<file path="src/rtl/gencnt_pkg.sv">
`timescale 1ns / 1ps

package gencnt_pkg;

    localparam int MAX_WIDTH  = 128;
    localparam int MAX_HEIGHT = 128;

    // column index and row position (row reaches grid_height on the drain row)
    localparam int COL_W  = $clog2(MAX_WIDTH);
    localparam int ROW_W  = $clog2(MAX_HEIGHT + 1);
    localparam int SIZE_W = $clog2(MAX_WIDTH + 1);

    localparam int CFG_DATA_W = 8;
    localparam int CFG_IDX_W  = 8;
    localparam int COUNT_W    = 4;

    localparam logic [CFG_IDX_W-1:0] CFG_GRID_WIDTH  = CFG_IDX_W'(0);
    localparam logic [CFG_IDX_W-1:0] CFG_GRID_HEIGHT = CFG_IDX_W'(1);

    localparam logic OP_CELL  = 1'b0;
    localparam logic OP_DRAIN = 1'b1;

    typedef struct packed {
        logic               is_mine;
        logic [COUNT_W-1:0] mine_count;
        logic               end_of_row;
        logic               end_of_grid;
    } res_t;

endpackage

</file>
<file path="src/rtl/grid_eight_neighbor_count_core.sv">
`timescale 1ns / 1ps
// channel  | direction | handshake                | payload
// s_       | in        | s_valid / s_ready        | s_op, s_cell_is_mine
// m_       | out       | m_valid / m_ready        | m_out_is_mine, m_mine_count,
//          |           |                          | m_end_of_row, m_end_of_grid
// cfg_     | in        | cfg_valid / cfg_ready    | cfg_index, cfg_data
//
// one word accepted per cycle while the fifo has room; each word yields zero,
// one or two results, queued in a four-entry output fifo that drains one per
// cycle while m_ready is high; a result reaches m_ through the window stage:
// the line store read registers with the word, the window count writes the fifo
// a row end can push two results, so s_ready drops only when the fifo lacks room
// for two entries; cfg_ready is always high
// synchronous active-low reset; the line store needs no clearing pass since
// rows above the first grid rows are masked by the row position
module grid_eight_neighbor_count_core
    import gencnt_pkg::*;
(
    input  logic                  aclk,
    input  logic                  aresetn,

    input  logic                  s_valid,
    output logic                  s_ready,
    input  logic                  s_op,
    input  logic                  s_cell_is_mine,

    output logic                  m_valid,
    input  logic                  m_ready,
    output logic                  m_out_is_mine,
    output logic [COUNT_W-1:0]    m_mine_count,
    output logic                  m_end_of_row,
    output logic                  m_end_of_grid,

    input  logic                  cfg_valid,
    output logic                  cfg_ready,
    input  logic [CFG_IDX_W-1:0]  cfg_index,
    input  logic [CFG_DATA_W-1:0] cfg_data
);

    localparam int FIFO_DEPTH = 4;
    localparam int FIFO_AW    = $clog2(FIFO_DEPTH);

    function automatic logic [SIZE_W-1:0] clamp_size(input logic [CFG_DATA_W-1:0] v,
                                                     input int maxv);
        logic [SIZE_W-1:0] res;
        if (v == '0) begin
            res = SIZE_W'(1);
        end else if (int'(v) > maxv) begin
            res = SIZE_W'(maxv);
        end else begin
            res = SIZE_W'(v);
        end
        return res;
    endfunction

    function automatic logic [COUNT_W-1:0] pop9(input logic [8:0] v);
        logic [COUNT_W-1:0] n;
        n = '0;
        for (int i = 0; i < 9; i++) begin
            n = n + COUNT_W'(v[i]);
        end
        return n;
    endfunction

    // configuration
    logic [SIZE_W-1:0] width_reg;
    logic [ROW_W-1:0]  height_reg;

    // position of the next input word
    logic [COL_W-1:0]  col_reg;
    logic [ROW_W-1:0]  row_reg;

    // line store: bit 1 = row just above, bit 0 = row two above
    logic [1:0]        line_mem [MAX_WIDTH];
    logic [1:0]        rd_reg;

    // window stage
    logic              st_valid_reg;
    logic [COL_W-1:0]  st_col_reg;
    logic              st_bit_reg;
    logic              st_rge1_reg;
    logic              st_rge2_reg;
    logic              st_cge1_reg;
    logic              st_clast_reg;
    logic              st_eog_reg;
    logic [5:0]        win_reg;

    // output fifo
    res_t              fifo_mem [FIFO_DEPTH];
    logic [FIFO_AW-1:0] wr_ptr_reg;
    logic [FIFO_AW-1:0] rd_ptr_reg;
    logic [FIFO_AW:0]   cnt_reg;

    logic              s_acc;
    logic              m_pop;
    logic              st_adv;
    logic              fifo_room;
    logic              col_last;
    logic              in_bit;
    logic              up_bit;
    logic              mid_bit;
    logic [2:0]        col_bits;
    logic [5:0]        old_bits;
    logic [8:0]        win0;
    logic [8:0]        win1;
    logic              res0_v;
    logic              res1_v;
    res_t              res0;
    res_t              res1;
    logic [FIFO_AW:0]  n_push;
    logic              bypass;

    assign cfg_ready = 1'b1;

    assign m_pop     = m_valid && m_ready;
    assign fifo_room = ({1'b0, cnt_reg} + (FIFO_AW + 2)'(2))
                       <= ((FIFO_AW + 2)'(FIFO_DEPTH) + (FIFO_AW + 2)'(m_pop));
    assign st_adv    = st_valid_reg && fifo_room;
    assign s_ready   = !st_valid_reg || st_adv;
    assign s_acc     = s_valid && s_ready;

    assign col_last  = (col_reg == COL_W'(width_reg - SIZE_W'(1)));
    assign in_bit    = (row_reg < height_reg) && (s_op == OP_CELL) && s_cell_is_mine;

    always_comb begin
        up_bit   = st_rge2_reg & rd_reg[0];
        mid_bit  = st_rge1_reg & rd_reg[1];
        col_bits = {st_bit_reg, mid_bit, up_bit};
        old_bits = st_cge1_reg ? win_reg : 6'd0;

        // result for the cell one row up and one column left of this word
        win0             = {col_bits, old_bits};
        res0.is_mine     = old_bits[1];
        res0.mine_count  = old_bits[1] ? '0 : pop9(win0);
        res0.end_of_row  = 1'b0;
        res0.end_of_grid = 1'b0;
        res0_v           = st_rge1_reg && st_cge1_reg;

        // result for the last column, no cells to its right
        win1             = {3'b000, col_bits, old_bits[2:0]};
        res1.is_mine     = col_bits[1];
        res1.mine_count  = col_bits[1] ? '0 : pop9(win1);
        res1.end_of_row  = 1'b1;
        res1.end_of_grid = st_eog_reg;
        res1_v           = st_rge1_reg && st_clast_reg;

        n_push = st_adv ? ((FIFO_AW + 1)'(res0_v) + (FIFO_AW + 1)'(res1_v)) : '0;
    end

    assign bypass = st_adv && (st_col_reg == col_reg);

    // line store: read at accept, written when the word leaves the window stage
    always_ff @(posedge aclk) begin
        if (st_adv) begin
            line_mem[st_col_reg] <= {st_bit_reg, mid_bit};
        end
        if (s_acc) begin
            rd_reg <= bypass ? {st_bit_reg, mid_bit} : line_mem[col_reg];
        end
    end

    // configuration and position counters
    always_ff @(posedge aclk) begin
        if (!aresetn) begin
            width_reg  <= SIZE_W'(MAX_WIDTH);
            height_reg <= ROW_W'(MAX_HEIGHT);
            col_reg    <= '0;
            row_reg    <= '0;
        end else if (cfg_valid && cfg_ready) begin
            if (cfg_index == CFG_GRID_WIDTH) begin
                width_reg <= clamp_size(cfg_data, MAX_WIDTH);
                col_reg   <= '0;
                row_reg   <= '0;
            end else if (cfg_index == CFG_GRID_HEIGHT) begin
                height_reg <= ROW_W'(clamp_size(cfg_data, MAX_HEIGHT));
                col_reg    <= '0;
                row_reg    <= '0;
            end
        end else if (s_acc) begin
            if (col_last) begin
                col_reg <= '0;
                row_reg <= (row_reg >= height_reg) ? '0 : row_reg + ROW_W'(1);
            end else begin
                col_reg <= col_reg + COL_W'(1);
            end
        end
    end

    // window stage control
    always_ff @(posedge aclk) begin
        if (!aresetn) begin
            st_valid_reg <= 1'b0;
            win_reg      <= '0;
        end else begin
            if (cfg_valid && cfg_ready && (cfg_index == CFG_GRID_WIDTH
                                           || cfg_index == CFG_GRID_HEIGHT)) begin
                win_reg <= '0;
            end else if (st_adv) begin
                win_reg <= {old_bits[2:0], col_bits};
            end
            if (s_acc) begin
                st_valid_reg <= 1'b1;
            end else if (st_adv) begin
                st_valid_reg <= 1'b0;
            end
        end
    end

    always_ff @(posedge aclk) begin
        if (s_acc) begin
            st_col_reg   <= col_reg;
            st_bit_reg   <= in_bit;
            st_rge1_reg  <= (row_reg >= ROW_W'(1));
            st_rge2_reg  <= (row_reg >= ROW_W'(2));
            st_cge1_reg  <= (col_reg != '0);
            st_clast_reg <= col_last;
            st_eog_reg   <= (row_reg == height_reg);
        end
    end

    // output fifo
    always_ff @(posedge aclk) begin
        if (st_adv) begin
            if (res0_v) begin
                fifo_mem[wr_ptr_reg] <= res0;
            end
            if (res1_v) begin
                fifo_mem[wr_ptr_reg + FIFO_AW'(res0_v)] <= res1;
            end
        end
    end

    always_ff @(posedge aclk) begin
        if (!aresetn) begin
            wr_ptr_reg <= '0;
            rd_ptr_reg <= '0;
            cnt_reg    <= '0;
        end else begin
            wr_ptr_reg <= wr_ptr_reg + FIFO_AW'(n_push);
            if (m_pop) begin
                rd_ptr_reg <= rd_ptr_reg + FIFO_AW'(1);
            end
            cnt_reg <= cnt_reg + n_push - (FIFO_AW + 1)'(m_pop);
        end
    end

    assign m_valid       = (cnt_reg != '0);
    assign m_out_is_mine = fifo_mem[rd_ptr_reg].is_mine;
    assign m_mine_count  = fifo_mem[rd_ptr_reg].mine_count;
    assign m_end_of_row  = fifo_mem[rd_ptr_reg].end_of_row;
    assign m_end_of_grid = fifo_mem[rd_ptr_reg].end_of_grid;

endmodule

</file>
<file path="config.mk">
export PLATFORM = sky130hd
export DESIGN_NAME = grid_eight_neighbor_count_core
export DESIGN_NICKNAME = d
export VERILOG_FILES = /design/src/rtl/gencnt_pkg.sv /design/src/rtl/grid_eight_neighbor_count_core.sv
export SDC_FILE = /design/constraint.sdc
export NUM_CORES = 1
export LEC_CHECK = 0
export BUFFER_PORTS_ARGS = -buffer_cell sky130_fd_sc_hd__buf_4
export CAP_MARGIN = 25
export CORE_AREA = 4 4 197 199
export CTS_BUF_LIST = sky130_fd_sc_hd__clkbuf_8 sky130_fd_sc_hd__clkbuf_16
export CTS_CLUSTER_SIZE = 25
export DETAILED_ROUTE_END_ITERATION = 10
export DIE_AREA = 0 0 201 203
export REMOVE_ABC_BUFFERS = 1
export SKIP_LAST_GASP = 1
export SLEW_MARGIN = 5
export SYNTH_ARGS = -nofsm -noshare
export SYNTH_HDL_FRONTEND = slang
export SYNTH_SLANG_ARGS = --single-unit
</file>
<file path="constraint.sdc">
create_clock -name aclk -period 5.8 [get_ports aclk]
set_clock_uncertainty 0.05 [all_clocks]
set_input_delay 0.58 -clock aclk [delete_from_list [all_inputs] [get_ports aclk]]
set_output_delay 0.58 -clock aclk [all_outputs]
set_load 0.01 [all_outputs]
</file>
Word level (Yosys, flattened, before mapping) --
Memories as Yosys holds them, arrays and structs flattened. A register that Yosys moved wholly into a read port is not among the register bits. Cells that the tools add are included.
Word-level totals: flip-flop bits (word level) 57, memory bits (writable) 284, input port bits 23, output and inout bits 10, logic and storage cells 107, memories 2
Memories:
- line_mem | words 128, bits a word 2, read ports 1, clocked after memory_dff 1, write ports 1, RTL line grid_eight_neighbor_count_core.sv:74 | logic [1:0] line_mem [MAX_WIDTH];
- fifo_mem | words 4, bits a word 7, read ports 1, clocked after memory_dff 1, write ports 2, RTL line grid_eight_neighbor_count_core.sv:89 | res_t fifo_mem [FIFO_DEPTH];
Cells by class: add/sub/neg operators 22, magnitude comparators 6, equal/unequal tests 4, multiplexer cells 29, bitwise operators 5, reduce and logical (&&, ||, !) cells 23
Operator list (number):
- $mux 8 | 8
- $mux 7 | 5
- $add 4x1->4 | 8
- $logic_not 8->1 | 2
- $mux 1 | 10
- $add 8x1->8 const B | 1
- $eq 8x1->1 const B | 1
- $eq 8x8->1 | 1
- $ge 8x1->1 const B | 1
- $ge 8x2->1 const B | 1
- $ge 8x8->1 | 1
- $gt 8x8->1 const B | 1
- $logic_and 1x1->1 | 8
- $lt 8x8->1 | 1
- $mux 4 | 2
- $add 7x1->7 const B | 1
- $eq 7x7->1 | 1
- $reduce_bool 7->1 | 1
- $sub 7x1->7 const B | 1
- $mux 2 | 3
- $mux 6 | 1
- $reduce_and 3->1 | 2
- $reduce_bool 2->1 | 3
- $add 1x1->2 | 2
- other kinds (18) | 23

Logic depth before layout (Yosys ltp) --
depth in word-level cells 10, depth in mapped cells 15, gate-level depth less buffers 14

Worst setup path after synthesis --
No wires, ideal clock.
kind register -> register, start point reg st_bit_reg, end point mem fifo_mem[0][3] (netlist bit), data pin, library setup time 0.263 ns, arrival time 4.481 ns, data required time 5.487 ns, path slack 1.006 ns, cell stages (with the launch flop) 9, buffers on the path 0, period minus slack after synthesis 4.794 ns, cells stage by stage edfxtp_1 inv_1 fa_1 fa_1 fa_1 fa_1 nand2b_1 nand3b_1 o21ai_0
RTL lines:
- start: declaration | RTL line grid_eight_neighbor_count_core.sv:80 | logic st_bit_reg;
- start signal: assignment | RTL line grid_eight_neighbor_count_core.sv:212 | st_bit_reg <= in_bit;
- end: declaration | RTL line grid_eight_neighbor_count_core.sv:89

==> impl_metrics.toml <==
[outcome]
outcome = "finished, final reports clean"

[floorplan]
dieHeight_um = 203
num_rows = 71
io_pins = 33
die_w_um = 201
die_area_um2 = 40800
coreArea_um2 = 37200
initial_core_util_pct = 41.2

[synth]
synthCells = 1108
synth_area_leaders = "edfxtp_1 58%, mux4_2 7.3%, dfxtp_1 6.5%"
ys_async_sr_fraction_pct = 0
synth_edf_count = 295
synth_top_area_share_pct = 57.7
postSynthAreaPerCell_um2 = 13.9
syn-cell-area_um2 = 15400
yosysSeqAreaShare_pct = 64.2
synth.largest_area_cell = "edfxtp_1"
ys.flop_type = "edfxtp_1"
synth_cell_types = 64
ys_ff_latch = 345
synth_warnings = 0

[routing]
routed_via_density = 5.52
ant_nets = 0
drt_pass1_iterations = 6
route.detailed.drc = 0
vias = 9077
avgRoutedWirePerCell_um = 21.0
wl_um = 34500
dr.first_iter.drc_count = 872

[clock_network]
cts_tree = "done"
cts_root_buf = "clkbuf_16"
hold_buffers = 0
clock_latency_ns = 0.54
numCtsBuffers = 37
cts_resized = 0
htree_num_levels = 2
postCtsSetupRepairBufs = 0
clk_pin_slew_ns = 0.06
numClockSinks = 345
clockBufferDepth = 3

[grt]
grt_pass1_wl_um = 54100
antenna_found_initial = 0
grt_max_degree = 69
grt_remaining_overflow = 0
grt_use_total_pct = 16.9
first_global_vias = 9261

[worst_setup_path]
end_kind = "flop"
cp.required_ns = 6.02
cp-start-kind = "flop"
arrival_ns = 3.97
crit_type = "reg2reg"
critPathMaxFanout = 63

[finish]
biggestRegsByFlops = "line_mem (256), fifo_mem (28)"
regArea_um2 = 9870
syn_to_final_growth_pct = 11.8
nFillCells = 3313
layout_commonest_cell = "edfxtp_1"
largest_reg_flops = 256
regMostFlops = "line_mem"
layout_common_cells = "295 x edfxtp_1, 173 x nor2_1, 70 x nand2_1"
finalInstanceArea_um2 = 17200
final_cells = 1644
multiInputGateArea_um2 = 5040
antenna_cells = 0
nets = 1198
drive_gt1_share_pct = 13.9
fin_util_pct = 46.1

[timing]
post-route-period-util_pct = 64.8
fin_setup_tns_ns = 0
hold_violations = 0
maxSlewHeadroom_pct = 34.2
min_period_ns = 3.76
slew_viol_final = 0
worst_pin_slew_ns = 0.987
rsz0062_at_grt = "false"
fmax_mhz = 266
setup_violations = 0

[place]
dp_cells = 1576
numPortBuffers = 31
hpwl_um = 21900
placed_cell_area_um2 = 16100
gp_congestion = 0.812

[flow_run]
max_cap_viol_count = 0

[power_and_ir_drop]
vdd_ir_drop_max_mv = 0.213
leakage_nw = 5.69
totalPowerFinal_mw = 5.62
power.density_nw_per_um2 = 328

[min_path]
hold_class = "in2reg"
## cell type report
cell class / instances / area share, %
Multi-Input combinational cell: 669 / 29.4
Inverter: 39 / 0.853
Clock buffer: 37 / 5.39
Tap cell: 474 / 3.45
Clock inverter: 30 / 0.896
Sequential cell: 345 / 57.5
Timing Repair Buffer: 50 / 2.54
## cell usage after synthesis (3+ instances only)
master,n
nand2_1,70
nand3b_1,5
nor3_1,6
buf_2,15
xor2_1,18
o21ai_1,4
inv_1,37
nand4_1,9
mux2i_1,56
a211oi_1,3
o22ai_1,21
ha_1,26
and2_1,19
nor4_1,6
a31oi_1,9
mux2_2,8
edfxtp_1,295
a32oi_1,3
fa_1,7
o21ai_0,11
nand3_1,32
a21oi_1,17
buf_6,5
nand4b_1,3
nor2_1,173
and3_1,7
buf_4,6
xnor2_1,16
nand2b_1,9
a22oi_1,9
mux4_2,50
o211ai_1,5
clkbuf_1,27
nor2b_1,32
dfxtp_1,50
## through the flow
| step | worst slack, ns | hold slack, ns |
|---|---|---|
| 2_1_floorplan | 1.01 | 0.368 |
| 3_3_place_gp | 2.01 | 0.379 |
| 3_5_place_dp | 1.95 | 0.388 |
| 4_1_cts | 1.98 | 0.231 |
| 5_1_grt | 1.85 | 0.243 |
| 6_report | 2.04 | 0.253 |
## layer usage
| metal | track usage [%] | share of wire (%) | wire length [µm] | vias up |
|---|---|---|---|---|
| li1 | - | - | - | 4189 |
| met1 | 23.5 | 44 | 15300 | 4531 |
| met2 | 27.4 | 47 | 16300 | 301 |
| met3 | 3.26 | 6.1 | 2110 | 56 |
| met4 | 4.99 | 2.2 | 776 | 0 |
| met5 | 0 | 0 | 0 | - |
## cell families (layout without fill, tap and decap cells)
logic type	count (synthesis)	after routing	synth area share [%]
and+or+nand+nor	381	381	11.5
DFF	345	345	64.2
muxes	116	116	11.9
AOI/OAI and AO/OA	104	104	4.48
buffers and inverters	94	156	2.92
xor gates and xnor gates	34	34	1.94
adders and majority gates	33	33	3.03
other	1	1	0.0244
## power breakdown
group	switching [mW]	internal, mW	total [mW]
Combinational	0.345	0.261	0.606
Sequential	0.0872	2.79	2.87
Clock	0.974	1.17	2.14
## worst max-delay path: stages (launching register included)
cell and delay (ns):
edfxtp_1 0.32, buf_4 0.49, inv_1 0.24, fa_1 0.55
fa_1 0.51, fa_1 0.45, fa_1 0.48, nand2b_1 0.16
nand3b_1 0.13, o21ai_0 0.10
## path summary, 6_finish.rpt
path / startpoint / endpoint / slack [ns] / depth (start not counted)
max: st_bit_reg$_DFFE_PP_ / fifo_mem[0][3]$_DFFE_PP_ / 2.04 / 9
min: s_valid / st_valid_reg$_SDFFE_PN0P_ / 0.25 / 3
max reg2reg: st_bit_reg$_DFFE_PP_ / fifo_mem[0][3]$_DFFE_PP_ / 2.04 / 9
min reg2reg: fifo_mem[1][1]$_SDFFE_PP1P_ / fifo_mem[1][1]$_SDFFE_PP1P_ / 0.39 / 2
(Power assumes the default switching activity.)
